<file path="config.mk">
export PLATFORM = sky130hd
export DESIGN_NAME = doubly_linked_list_manager_top
export DESIGN_NICKNAME = d
export VERILOG_FILES = /design/src/rtl/dllm_pkg.sv /design/src/rtl/doubly_linked_list_manager_top.sv
export SDC_FILE = /design/constraint.sdc
export NUM_CORES = 2
export LEC_CHECK = 0
export ABC_CLOCK_PERIOD_IN_PS = 9320
export BUFFER_PORTS_ARGS = -buffer_cell sky130_fd_sc_hd__buf_2
export CORE_MARGIN = 2
export CORE_UTILIZATION = 30
export DETAILED_ROUTE_END_ITERATION = 16
export HOLD_SLACK_MARGIN = 0.1
export PLACE_DENSITY = 0.5
export SLEW_MARGIN = 20
export SYNTH_ARGS = -nofsm -noshare
export SYNTH_HDL_FRONTEND = slang
export SYNTH_SLANG_ARGS = --single-unit
</file>
<file path="constraint.sdc">
create_clock -name clk -period 9.32 [get_ports clk]
set_clock_uncertainty 0.2 [all_clocks]
set_input_delay 0 -clock clk [delete_from_list [all_inputs] [get_ports clk]]
set_output_delay 0 -clock clk [all_outputs]
set_load 0.01 [all_outputs]
</file>
<file path="src/rtl/dllm_pkg.sv">
`default_nettype none

package dllm_pkg;

  // fixed field widths of the request and result transactions
  localparam int FUNC_W   = 3;
  localparam int DATA_W   = 32;
  localparam int HANDLE_W = 6;
  localparam int STATUS_W = 2;
  localparam int LEN_W    = 7;

  localparam int IN_TDATA_W  = 48;
  localparam int OUT_TDATA_W = 48;

  localparam int DEF_NODES = 64;

  // request codes
  localparam logic [FUNC_W-1:0] FN_INS_FIRST = 3'd0;
  localparam logic [FUNC_W-1:0] FN_INS_LAST  = 3'd1;
  localparam logic [FUNC_W-1:0] FN_DEL_FIRST = 3'd2;
  localparam logic [FUNC_W-1:0] FN_DEL_LAST  = 3'd3;
  localparam logic [FUNC_W-1:0] FN_INS_AFTER = 3'd4;
  localparam logic [FUNC_W-1:0] FN_DEL_AT    = 3'd5;

  // status codes
  localparam logic [STATUS_W-1:0] ST_OK     = 2'd0;
  localparam logic [STATUS_W-1:0] ST_EMPTY  = 2'd1;
  localparam logic [STATUS_W-1:0] ST_FULL   = 2'd2;
  localparam logic [STATUS_W-1:0] ST_BADHDL = 2'd3;

  typedef struct packed {
    logic signed [DATA_W-1:0] removed_value;
    logic [HANDLE_W-1:0]      new_node;
    logic [STATUS_W-1:0]      status;
    logic [LEN_W-1:0]         length;
  } dllm_res_t;

endpackage

`default_nettype wire

</file>
<file path="src/rtl/doubly_linked_list_manager_top.sv">
`default_nettype none

// Doubly linked list in a fixed pool of NODES nodes. Each request transaction
// inserts a word at the front, at the back or after a node handle, or removes
// the front node, the back node or a given handle, and gives exactly one result
// transaction (removed word or new handle, status, list length after the
// request). Node data, forward links, backward links, the in-use flags and the
// free-handle stack live in five single-port synchronous memories with
// registered reads; a small sequencer reads them at acceptance, then writes
// back. A delete or a refused request goes from EXEC back to idle; a
// successful insert also passes through LINK, because the new node and both
// of its neighbors need a write to the link memories and each has one write
// port. A stalled result output holds the result in FIN until it is taken.
// The block takes one request at a time, but a finished result may wait in the
// output register while the next request is accepted. Handles come off a LIFO
// of free nodes; handles never yet handed out are tracked by a low-water mark,
// so no clearing pass is needed after reset and the block is ready at once.
// The null link code is NODES.
module doubly_linked_list_manager_top
  import dllm_pkg::*;
#(
  parameter int NODES = DEF_NODES
) (
  input  wire logic                   clk,
  input  wire logic                   rst_n,
  input  wire logic                   in_tvalid,
  output logic                        in_tready,
  // func [2:0], value [34:3], node [40:35], zero [47:41]
  input  wire logic [IN_TDATA_W-1:0]  in_tdata,
  output logic                        out_tvalid,
  input  wire logic                   out_tready,
  // removed_value [31:0], new_node [37:32], status [39:38], length [46:40],
  // zero [47]
  output logic [OUT_TDATA_W-1:0]      out_tdata
);

  localparam int IW = (NODES > 1) ? $clog2(NODES) : 1;  // handle index width
  localparam int LW = $clog2(NODES + 1);                 // link / count width
  localparam logic [LW-1:0] NULL_LINK = LW'(NODES);

  typedef enum logic [1:0] {
    S_IDLE,
    S_EXEC,
    S_LINK,
    S_FIN
  } state_t;

  // request fields
  logic [FUNC_W-1:0]        in_func;
  logic signed [DATA_W-1:0] in_value;
  logic [HANDLE_W-1:0]      in_node;

  assign in_func  = in_tdata[FUNC_W-1:0];
  assign in_value = in_tdata[FUNC_W+DATA_W-1:FUNC_W];
  assign in_node  = in_tdata[FUNC_W+DATA_W+HANDLE_W-1:FUNC_W+DATA_W];

  // control state
  state_t        state_r, state_nxt;
  logic [LW-1:0] head_r, head_nxt;
  logic [LW-1:0] tail_r, tail_nxt;
  logic [LW-1:0] free_top_r, free_top_nxt;
  logic [LW-1:0] low_mark_r, low_mark_nxt;  // lowest stack depth ever reached
  logic [LW-1:0] count_r, count_nxt;
  logic          out_tvalid_r, out_tvalid_nxt;
  dllm_res_t     out_res_r, out_res_nxt;

  // request held while it executes
  logic [FUNC_W-1:0]        func_r;
  logic signed [DATA_W-1:0] value_r;
  logic                     node_ok_r;   // in range and handed out at least once
  logic [IW-1:0]            tgt_r;       // node that was read
  logic [IW-1:0]            pos_r;       // stack slot of the next free handle
  logic                     fresh_r;     // that slot was never written

  // new node held from EXEC to the write-back of its neighbors in LINK
  logic [IW-1:0] ins_h_r, ins_h_nxt;
  logic [LW-1:0] ins_p_r, ins_p_nxt;
  logic [LW-1:0] ins_n_r, ins_n_nxt;
  dllm_res_t     res_r, res_nxt;

  // memories
  logic signed [DATA_W-1:0] val_mem   [NODES];
  logic [LW-1:0]            next_mem  [NODES];
  logic [LW-1:0]            prev_mem  [NODES];
  logic                     inuse_mem [NODES];
  logic [IW-1:0]            stack_mem [NODES];

  logic signed [DATA_W-1:0] rd_val_r;
  logic [LW-1:0]            rd_next_r;
  logic [LW-1:0]            rd_prev_r;
  logic                     rd_inuse_r;
  logic [IW-1:0]            rd_stack_r;

  logic                     val_we, next_we, prev_we, inuse_we, stack_we;
  logic [IW-1:0]            val_wa, next_wa, prev_wa, inuse_wa, stack_wa;
  logic signed [DATA_W-1:0] val_wd;
  logic [LW-1:0]            next_wd, prev_wd;
  logic                     inuse_wd;
  logic [IW-1:0]            stack_wd;

  logic          in_accept;
  logic [IW-1:0] rd_tgt_addr;
  logic [IW-1:0] rd_pos;
  logic [LW-1:0] top_dec;
  logic          out_free;

  assign in_tready  = (state_r == S_IDLE);
  assign in_accept  = in_tvalid && in_tready;
  assign out_free   = !out_tvalid_r || out_tready;
  assign top_dec    = free_top_r - LW'(1);
  assign rd_pos     = IW'(top_dec);
  assign out_tvalid = out_tvalid_r;
  assign out_tdata  = {1'b0, out_res_r.length, out_res_r.status,
                       out_res_r.new_node, out_res_r.removed_value};

  // delete first/last read the current head/tail, the rest read the given handle
  always_comb begin
    case (in_func)
      FN_DEL_FIRST: rd_tgt_addr = head_r[IW-1:0];
      FN_DEL_LAST:  rd_tgt_addr = tail_r[IW-1:0];
      default:      rd_tgt_addr = IW'(in_node);
    endcase
  end

  // memory ports: one read at acceptance, one write per cycle each
  always_ff @(posedge clk) begin
    if (val_we) begin
      val_mem[val_wa] <= val_wd;
    end
    if (in_accept) begin
      rd_val_r <= val_mem[rd_tgt_addr];
    end
  end

  always_ff @(posedge clk) begin
    if (next_we) begin
      next_mem[next_wa] <= next_wd;
    end
    if (in_accept) begin
      rd_next_r <= next_mem[rd_tgt_addr];
    end
  end

  always_ff @(posedge clk) begin
    if (prev_we) begin
      prev_mem[prev_wa] <= prev_wd;
    end
    if (in_accept) begin
      rd_prev_r <= prev_mem[rd_tgt_addr];
    end
  end

  always_ff @(posedge clk) begin
    if (inuse_we) begin
      inuse_mem[inuse_wa] <= inuse_wd;
    end
    if (in_accept) begin
      rd_inuse_r <= inuse_mem[IW'(in_node)];
    end
  end

  always_ff @(posedge clk) begin
    if (stack_we) begin
      stack_mem[stack_wa] <= stack_wd;
    end
    if (in_accept) begin
      rd_stack_r <= stack_mem[rd_pos];
    end
  end

  // request capture, no reset needed
  always_ff @(posedge clk) begin
    if (in_accept) begin
      func_r    <= in_func;
      value_r   <= in_value;
      node_ok_r <= (32'(in_node) < NODES) && (32'(in_node) >= 32'(low_mark_r));
      tgt_r     <= rd_tgt_addr;
      pos_r     <= rd_pos;
      fresh_r   <= (top_dec < low_mark_r);
    end
    ins_h_r <= ins_h_nxt;
    ins_p_r <= ins_p_nxt;
    ins_n_r <= ins_n_nxt;
    res_r   <= res_nxt;
  end

  // sequencer
  always_comb begin
    logic          do_ins;
    logic          do_del;
    logic [LW-1:0] p;
    logic [LW-1:0] n;
    logic [IW-1:0] h;
    logic          load_out;
    dllm_res_t     res_c;

    state_nxt      = state_r;
    head_nxt       = head_r;
    tail_nxt       = tail_r;
    free_top_nxt   = free_top_r;
    low_mark_nxt   = low_mark_r;
    count_nxt      = count_r;
    out_tvalid_nxt = out_tvalid_r && !out_tready;
    out_res_nxt    = out_res_r;
    ins_h_nxt      = ins_h_r;
    ins_p_nxt      = ins_p_r;
    ins_n_nxt      = ins_n_r;
    res_nxt        = res_r;

    val_we   = 1'b0;  val_wa   = '0;  val_wd   = '0;
    next_we  = 1'b0;  next_wa  = '0;  next_wd  = '0;
    prev_we  = 1'b0;  prev_wa  = '0;  prev_wd  = '0;
    inuse_we = 1'b0;  inuse_wa = '0;  inuse_wd = 1'b0;
    stack_we = 1'b0;  stack_wa = '0;  stack_wd = '0;

    do_ins   = 1'b0;
    do_del   = 1'b0;
    p        = NULL_LINK;
    n        = NULL_LINK;
    h        = fresh_r ? pos_r : rd_stack_r;
    load_out = 1'b0;
    res_c    = '0;
    res_c.status = ST_OK;
    res_c.length = LEN_W'(count_r);

    case (state_r)
      S_IDLE: begin
        if (in_accept) begin
          state_nxt = S_EXEC;
        end
      end

      S_EXEC: begin
        case (func_r)
          FN_INS_FIRST: begin
            if (free_top_r == '0) begin
              res_c.status = ST_FULL;
            end else begin
              do_ins = 1'b1;
              p      = NULL_LINK;
              n      = head_r;
            end
          end
          FN_INS_LAST: begin
            if (free_top_r == '0) begin
              res_c.status = ST_FULL;
            end else begin
              do_ins = 1'b1;
              p      = tail_r;
              n      = NULL_LINK;
            end
          end
          FN_DEL_FIRST, FN_DEL_LAST: begin
            if (count_r == '0) begin
              res_c.status = ST_EMPTY;
            end else begin
              do_del = 1'b1;
            end
          end
          FN_INS_AFTER: begin
            if (!(node_ok_r && rd_inuse_r)) begin
              res_c.status = ST_BADHDL;
            end else if (free_top_r == '0) begin
              res_c.status = ST_FULL;
            end else begin
              do_ins = 1'b1;
              p      = LW'(tgt_r);
              n      = rd_next_r;
            end
          end
          FN_DEL_AT: begin
            if (!(node_ok_r && rd_inuse_r)) begin
              res_c.status = ST_BADHDL;
            end else begin
              do_del = 1'b1;
            end
          end
          default: begin
          end
        endcase

        if (do_ins) begin
          // new node written whole, neighbors follow in S_LINK
          val_we   = 1'b1;  val_wa   = h;  val_wd   = value_r;
          prev_we  = 1'b1;  prev_wa  = h;  prev_wd  = p;
          next_we  = 1'b1;  next_wa  = h;  next_wd  = n;
          inuse_we = 1'b1;  inuse_wa = h;  inuse_wd = 1'b1;
          free_top_nxt = top_dec;
          if (top_dec < low_mark_r) begin
            low_mark_nxt = top_dec;
          end
          count_nxt = count_r + LW'(1);
          if (p == NULL_LINK) begin
            head_nxt = LW'(h);
          end
          if (n == NULL_LINK) begin
            tail_nxt = LW'(h);
          end
          res_c.new_node = HANDLE_W'(h);
          res_c.length   = LEN_W'(count_r + LW'(1));
          ins_h_nxt = h;
          ins_p_nxt = p;
          ins_n_nxt = n;
          res_nxt   = res_c;
          state_nxt = S_LINK;
        end else begin
          if (do_del) begin
            // bridge the neighbors and push the handle back
            if (rd_prev_r != NULL_LINK) begin
              next_we = 1'b1;
              next_wa = rd_prev_r[IW-1:0];
              next_wd = rd_next_r;
            end else begin
              head_nxt = rd_next_r;
            end
            if (rd_next_r != NULL_LINK) begin
              prev_we = 1'b1;
              prev_wa = rd_next_r[IW-1:0];
              prev_wd = rd_prev_r;
            end else begin
              tail_nxt = rd_prev_r;
            end
            inuse_we = 1'b1;  inuse_wa = tgt_r;  inuse_wd = 1'b0;
            stack_we = 1'b1;  stack_wa = IW'(free_top_r);  stack_wd = tgt_r;
            free_top_nxt = free_top_r + LW'(1);
            count_nxt    = count_r - LW'(1);
            res_c.removed_value = rd_val_r;
            res_c.length        = LEN_W'(count_r - LW'(1));
          end
          res_nxt = res_c;
          if (out_free) begin
            load_out  = 1'b1;
            state_nxt = S_IDLE;
          end else begin
            state_nxt = S_FIN;
          end
        end
      end

      S_LINK: begin
        if (ins_p_r != NULL_LINK) begin
          next_we = 1'b1;
          next_wa = ins_p_r[IW-1:0];
          next_wd = LW'(ins_h_r);
        end
        if (ins_n_r != NULL_LINK) begin
          prev_we = 1'b1;
          prev_wa = ins_n_r[IW-1:0];
          prev_wd = LW'(ins_h_r);
        end
        res_c = res_r;
        if (out_free) begin
          load_out  = 1'b1;
          state_nxt = S_IDLE;
        end else begin
          state_nxt = S_FIN;
        end
      end

      S_FIN: begin
        res_c = res_r;
        if (out_free) begin
          load_out  = 1'b1;
          state_nxt = S_IDLE;
        end
      end

      default: begin
        state_nxt = S_IDLE;
      end
    endcase

    if (load_out) begin
      out_tvalid_nxt = 1'b1;
      out_res_nxt    = res_c;
    end
  end

  always_ff @(posedge clk) begin
    if (!rst_n) begin
      state_r      <= S_IDLE;
      head_r       <= NULL_LINK;
      tail_r       <= NULL_LINK;
      free_top_r   <= LW'(NODES);
      low_mark_r   <= LW'(NODES);
      count_r      <= '0;
      out_tvalid_r <= 1'b0;
    end else begin
      state_r      <= state_nxt;
      head_r       <= head_nxt;
      tail_r       <= tail_nxt;
      free_top_r   <= free_top_nxt;
      low_mark_r   <= low_mark_nxt;
      count_r      <= count_nxt;
      out_tvalid_r <= out_tvalid_nxt;
    end
    out_res_r <= out_res_nxt;
  end

endmodule

`default_nettype wire
</file>
== Word-level counts from Yosys, hierarchy flattened ==
Memories as Yosys holds them, arrays and structs flattened. A register that Yosys moved wholly into a read port is not among the register bits.
Cells that the tools add are included.
Word-level totals
  register bits: 201
  memories: 5
  bits in writable memories: 3392
Memory list
  val_mem: depth 64, width 32, rd ports 1, clocked after memory_dff 1, wr ports 1, line doubly_linked_list_manager_top.sv:82  | logic signed [DATA_W-1:0] val_mem [NODES];
  next_mem: depth 64, width 7, rd ports 1, clocked after memory_dff 1, wr ports 1, line doubly_linked_list_manager_top.sv:83  | logic [LW-1:0] next_mem [NODES];
  prev_mem: depth 64, width 7, rd ports 1, clocked after memory_dff 1, wr ports 1, line doubly_linked_list_manager_top.sv:84  | logic [LW-1:0] prev_mem [NODES];
  stack_mem: depth 64, width 6, rd ports 1, clocked after memory_dff 1, wr ports 1, line doubly_linked_list_manager_top.sv:86  | logic [IW-1:0] stack_mem [NODES];
  inuse_mem: depth 64, width 1, rd ports 1, clocked after memory_dff 1, wr ports 1, line doubly_linked_list_manager_top.sv:85  | logic inuse_mem [NODES];
Cells by class
  $add $sub $neg: 4
  equal/unequal tests: 22
  mux-type cells: 109
  reductions and logical operators: 20
  $lt $le $gt $ge: 2
Operators with widths (number)
  two-way mux 7 bit: 27
  two-way mux 32 bit: 4
  two-way mux 6 bit: 21
  one-hot mux 47 bit (2 select lines): 1
  one-hot mux 7 bit (2 select lines): 4
  one-hot mux 6 bit (2 select lines): 3
  two-way mux 1 bit: 35
  != test 7 bit, second input constant: 4
  one-hot mux 2 bit (4 select lines): 2
  adder 7 x 1 -> 7 bit, second input constant: 2
  == test 7 bit, second input constant: 2
  logical NOT 7 bit: 2
  two-way mux 2 bit: 7
  subtractor 7 x 1 -> 7 bit, second input constant: 2
  == test 3 x 2 -> 1 bit, second input constant: 4
  one-hot mux 1 bit (2 select lines): 5
  AND reduction 4 bit: 2
  >= comparator 6 x 7 -> 1 bit: 1
  < comparator 7 bit: 1
  == test 3 bit, second input constant: 2
  != test 2 x 1 -> 1 bit, second input constant: 3
  != test 2 bit, second input constant: 3
  AND reduction 2 bit: 3
  OR reduction 2 bit: 3
  10 further kinds: 14

== Longest topological paths before layout ==
  depth in word-level cells: 9
  gate-level depth with buffers: 16

== Least setup slack after synthesis ==
OpenSTA, ideal clock, no wires.
  path kind: flip-flop to flip-flop
  start: register state_r[1]
  end: memory prev_mem[0][0] in the netlist's numbering, data pin
  period minus slack after synthesis: 6.488 ns
  path buffers: 3
  library setup time: 0.702 ns
  cell stages (with the launch flop): 11
  arrival time: 5.587 ns
  slack: 2.832 ns
  cells stage by stage: dfxtp_1 clkbuf_1 inv_1 ha_1 nand2b_1 a221o_1 inv_1 clkbuf_1 clkbuf_1 a22oi_1 o21ai_0
Between the ends
  cells in the longest elaborated chain, start to end: 2
  elaborated cells between the ends (all ways): 3
  those cells by class: eq/ne: 2; mux: 1
RTL lines
  start, declared: line doubly_linked_list_manager_top.sv:58  | state_t state_r, state_nxt;
  start signal, assigned: line doubly_linked_list_manager_top.sv:389  | state_r <= state_nxt;
  == test 2 bit or == test 2 x 1 -> 1 bit (tied branches): line doubly_linked_list_manager_top.sv:226  | case (state_r)
  one-hot mux 7 bit (2 select lines) *: line doubly_linked_list_manager_top.sv:226
  via prev_wd[0]: line doubly_linked_list_manager_top.sv:97  | logic [LW-1:0] next_wd, prev_wd;
  end, declared: line doubly_linked_list_manager_top.sv:84
The timed path passes the listed nets; every way through them passes the cells marked *.

== Worst setup path in the final report ==
  start: register free_top_r[0]
  end: memory val_mem[0][22] (enable)
Between the ends
  cells in the longest elaborated chain, start to end: 9
  elaborated cells between the ends (all ways): 11
  those cells by class: mux: 10; reduce/logical: 1
RTL lines
  start, declared: line doubly_linked_list_manager_top.sv:61  | logic [LW-1:0] free_top_r, free_top_nxt;
  start signal, assigned: line doubly_linked_list_manager_top.sv:384  | free_top_r <= LW'(NODES);
  start signal, assigned: line doubly_linked_list_manager_top.sv:392  | free_top_r <= free_top_nxt;
  logical NOT 7 bit *: line doubly_linked_list_manager_top.sv:236, doubly_linked_list_manager_top.sv:245, doubly_linked_list_manager_top.sv:263
  two-way mux 1 bit *: line doubly_linked_list_manager_top.sv:236, doubly_linked_list_manager_top.sv:245, doubly_linked_list_manager_top.sv:263
  two-way mux 1 bit: line doubly_linked_list_manager_top.sv:261  | if (!(node_ok_r && rd_inuse_r)) begin
  one-hot mux 1 bit (2 select lines) *: line doubly_linked_list_manager_top.sv:234  | case (func_r)
  two-way mux 1 bit *: line doubly_linked_list_manager_top.sv:226
  two-way mux 1 bit: line doubly_linked_list_manager_top.sv:282  | if (do_ins) begin
  two-way mux 1 bit: line doubly_linked_list_manager_top.sv:226
  two-way mux 1 bit: line doubly_linked_list_manager_top.sv:127  | if (val_we) begin
  two-way mux 1 bit (not written as such): line doubly_linked_list_manager_top.sv:128  | val_mem[val_wa] <= val_wd;
  end, declared: line doubly_linked_list_manager_top.sv:82
Every way passes the cells marked *; elsewhere a longest branch is shown, timed or not. The select of a mux whose other input is x is not followed.

==> flow_metrics.py <==
metrics = {
    "pwr": {
        "power.sequential.fraction_pct": 50.8,
        "total_power_mw": 35.8,
        "share_comb_of_total_power_pct": 8.0,
        "power.static_leakage_nw": 56.8,
        "clkPwrFrac_pct": 41.1,
        "swShare_pct": 23.7,
        "p_int_mw": 27.3,
        "vdd.ir_drop.worst_uv": 178,
        "p_per_area_nw_per_um2": 211,
        "power.net_switching_mw": 8.49,
    },
    "min_path": {
        "hold-path-cell-count": 4,
        "endpoint_of_the_worst_hold_path": "count_r[6]$_SDFFE_PN0P_",
        "worst_hold_startpoint": "rst_n",
        "worstHoldPathType": "input port to flip-flop",
    },
    "timing": {
        "fin_crit_sh_pct": 61.1,
        "hold_violations": 0,
        "maxSlewViolCount": 0,
        "rsz_0062_raised_after_global_routing": "no",
        "worst_slew_pin_slew_ns": 1.28,
        "timing.setup.tns_ns": 0,
        "final_critical_path_setup_slack_ns": 3.63,
        "timing_limited_maximum_frequency_mhz": 176,
        "slew-limit-headroom_pct": 13.8,
        "holdWs_ns": 0.0506,
        "timing.final.setup_violations": 0,
        "layout_min_cycle_time_ns": 5.69,
    },
    "clocking": {
        "tritoncts": "done",
        "cts.path.max_buffers": 4,
        "post-cts-setup-buffers": 0,
        "postCtsHoldBufs": 115,
        "numCtsBuffers": 369,
        "clock_sinks": 3646,
        "cts-htree-levels": 5,
        "post_cts_resized": 0,
        "clockRootBuffer": "sky130_fd_sc_hd__clkbuf_16",
        "clock_latency_ns": 0.96,
        "clkTransAtPathRegs_ns": 0.06,
    },
    "placement": {
        "io_buffers": 93,
        "pre_cts_slack_ns": 3.50,
        "place_congestion": 0.823,
        "final_hpwl_dp_um": 266000,
    },
    "routing": {
        "totalWireLength_um": 466000,
        "detailroute.via_count": 91218,
        "wirelength_per_cell_um": 27.1,
        "drt_iter0_drc": 11095,
        "detailedRoute.firstPassIterationCount": 7,
        "drt.antenna.violating_nets": 0,
        "drc": 0,
        "via_per_inst": 5.31,
    },
    "setup_path": {
        "critical_path.reg2reg.endpoint": "val_mem[0][22]$_DFFE_PP_",
        "setup.worst_path.start_class": "flip-flop",
        "cp.arrival_ns": 6.08,
        "worst-path-max-fanout": 21,
        "worst-r2r-cell-count": 10,
        "critical_path.endpoint_type": "flip-flop",
        "criticalPathCategory": "flip-flop to flip-flop",
        "worst-r2r-setup-slack_ns": 3.63,
        "r2r_startpoint": "free_top_r[0]$_SDFFE_PN0P_",
        "worstPathRequired_ns": 9.71,
    },
    "grt": {
        "grt_max_degree": 160,
        "gr-total-overflow": 0,
        "globalRouteTotalUtil_pct": 18.0,
        "grt_antenna_before_repair": 34,
        "grt_pass1_wl_um": 656000,
        "first_global_vias": 87567,
    },
    "floorplan": {
        "start_util_pct": 30.1,
        "core.rowCount": 257,
        "dieWidth_um": 705,
        "num_io_pins": 102,
        "floorplan.die_area_sq_um": 497000,
        "floorplan.die.height_um": 705,
        "floorplan_core_area_sq_um": 490000,
    },
    "flow_run": {
        "cap_viol_max_count": 0,
    },
    "final_layout": {
        "most_common_cell_after_layout_fill_and_taps_aside": "sky130_fd_sc_hd__edfxtp_1",
        "seq_area_sq_um": 109000,
        "nFillCells": 46627,
        "mostFrequentLayoutCells": "3608 x sky130_fd_sc_hd__edfxtp_1, 2032 x sky130_fd_sc_hd__nand2_1, 829 x sky130_fd_sc_hd__nand3_1, 441 x sky130_fd_sc_hd__mux2i_1, 380 x sky130_fd_sc_hd__clkbuf_16",
        "areaGrowthSynthToFinish_pct": 14.9,
        "nets": 10443,
        "footprint_of_the_multi_input_gates_sq_um": 36200,
        "drive_above_1_share_pct": 11.6,
    },
    "yosys": {
        "postSynthAreaPerCell_sq_um": 14.4,
        "yosys_register_bits": 3646,
        "synthesis.yosys.warnings": 0,
        "number_of_synthesized_flops_with_an_enable_pin": 3608,
        "syn_area_sq_um": 148000,
        "mappedNetlistNets": 10293,
        "synth.yosys.seq_area_share_pct": 74.0,
        "cells_after_synth": 10219,
        "asyncSetResetFlopFracSynth_pct": 0,
        "synth.distinct_cells": 73,
        "synth_top_flop_cell": "sky130_fd_sc_hd__edfxtp_1",
    },
    "outcome": {
        "outcome": "completed",
    },
}
==> critical path: stages (launching register included) <==
cell and delay, ns:
sky130_fd_sc_hd__dfxtp_4 0.38, sky130_fd_sc_hd__clkinv_1 0.32, sky130_fd_sc_hd__ha_4 0.29, sky130_fd_sc_hd__nor3b_1 0.15, sky130_fd_sc_hd__buf_4 0.20, sky130_fd_sc_hd__a221o_1 0.35
sky130_fd_sc_hd__buf_4 0.24, sky130_fd_sc_hd__nor2_1 0.56, sky130_fd_sc_hd__nand3_1 0.91, sky130_fd_sc_hd__nor2_4 1.16, sky130_fd_sc_hd__buf_4 0.50
==> registers in the layout (all words and copies together) (netlist names), 7 cells and up <==
signal      flops
rd_next_r       7
count_r         7
free_top_r      7
inuse_mem      64
out_tdata      47
rd_val_r       32
ins_p_r         7
value_r        32
ins_n_r         7
low_mark_r      7
head_r          7
tail_r          7
rd_prev_r       7
res_r          47
val_mem      2048
stack_mem     384
next_mem      448
prev_mem      448
==> synthesized netlist by cell type, drive strengths merged (28+ instances only) <==
master | n | area, sq um
edfxtp | 3608 | 108000
nand2 | 2046 | 7680
nand3 | 831 | 4160
mux2i | 445 | 4470
nor2 | 427 | 1600
clkbuf | 395 | 1480
a21oi | 336 | 1690
buf | 312 | 1550
mux4 | 173 | 3900
nand3b | 160 | 1200
a311oi | 157 | 1380
a32oi | 139 | 1220
nor3 | 109 | 546
nor4 | 105 | 657
a221oi | 88 | 796
a22oi | 88 | 661
o21a | 85 | 638
and2 | 79 | 494
nand2b | 79 | 494
o221ai | 62 | 543
a31oi | 56 | 350
o21ai | 44 | 220
o22ai | 40 | 250
dfxtp | 38 | 761
inv | 38 | 143
nand4 | 31 | 194
a211oi | 28 | 215
==> through the flow <==
stage          util, %  cell area [sq um]  instances
2_1_floorplan        -             148000      10219
3_3_place_gp      31.9             156000      16352
3_5_place_dp      31.9             156000      16357
4_1_cts           34.6             169000      17129
5_1_grt           34.6             169000      17157
6_report          34.6             169000      17174
==> worst max path at each step <==
stage / depth (start not counted) / slack [ns] / from / to
after floorplan: 10 / 2.83 / state_r[1]$_SDFFE_PN0P_ / prev_mem[0][0]$_DFFE_PP_
after global placement: 12 / 3.47 / in_tdata[1] / rd_val_r[22]$_DFFE_PP_
after detailed placement: 13 / 3.50 / in_tdata[1] / rd_val_r[16]$_DFFE_PP_
after CTS: 11 / 3.57 / free_top_r[1]$_SDFFE_PN0P_ / prev_mem[56][3]$_DFFE_PP_
after global routing: 12 / 3.47 / free_top_r[0]$_SDFFE_PN0P_ / next_mem[37][2]$_DFFE_PP_
final: 10 / 3.63 / free_top_r[0]$_SDFFE_PN0P_ / val_mem[0][22]$_DFFE_PP_
==> final cells by class <==
class	instances	area share [%]
Tap cell	6475	4.78
Clock inverter	213	1.17
Sequential cell	3646	64.4
Antenna cell	44	0.0650
Multi-Input combinational cell	5827	21.3
Timing Repair Buffer	486	2.41
Inverter	39	0.0975
Clock buffer	444	5.75
==> kinds of logic (layout without fill, tap and decap cells) <==
| logic type | Yosys count | after routing | share of synthesized area (%) |
|---|---|---|---|
| fa+ha+maj | 22 | 22 | 0.187 |
| xor+xnor | 18 | 18 | 0.107 |
| other cells | 1 | 45 | 0.00254 |
| flops | 3646 | 3646 | 74.0 |
| buf+inv | 746 | 1182 | 2.16 |
| compound gates | 1217 | 1217 | 5.95 |
| mux | 624 | 624 | 5.72 |
| simple gates | 3945 | 3945 | 11.9 |
==> power groups by stage <==
stage / Clock (mW) / Sequential (mW) / Combinational (mW)
after floorplan: 0 / 18.5 / 1.68
after global placement: 0 / 18.5 / 2.79
after detailed placement: 0 / 18.5 / 2.82
after CTS: 14.9 / 18.2 / 2.87
after global routing: 15.5 / 18.2 / 3.05
final: 14.7 / 18.2 / 2.88
==> metal layers <==
layer  share of wire, %  GRT usage (%)  up-vias
met5             0.0028              0        -
met4                2.8           4.88        2
met3                7.6           2.62      626
met2                 47           29.4     3945
met1                 42           25.1    47325
li1                   -              -    39320
Note: power is estimated with default switching activity, not from simulation.
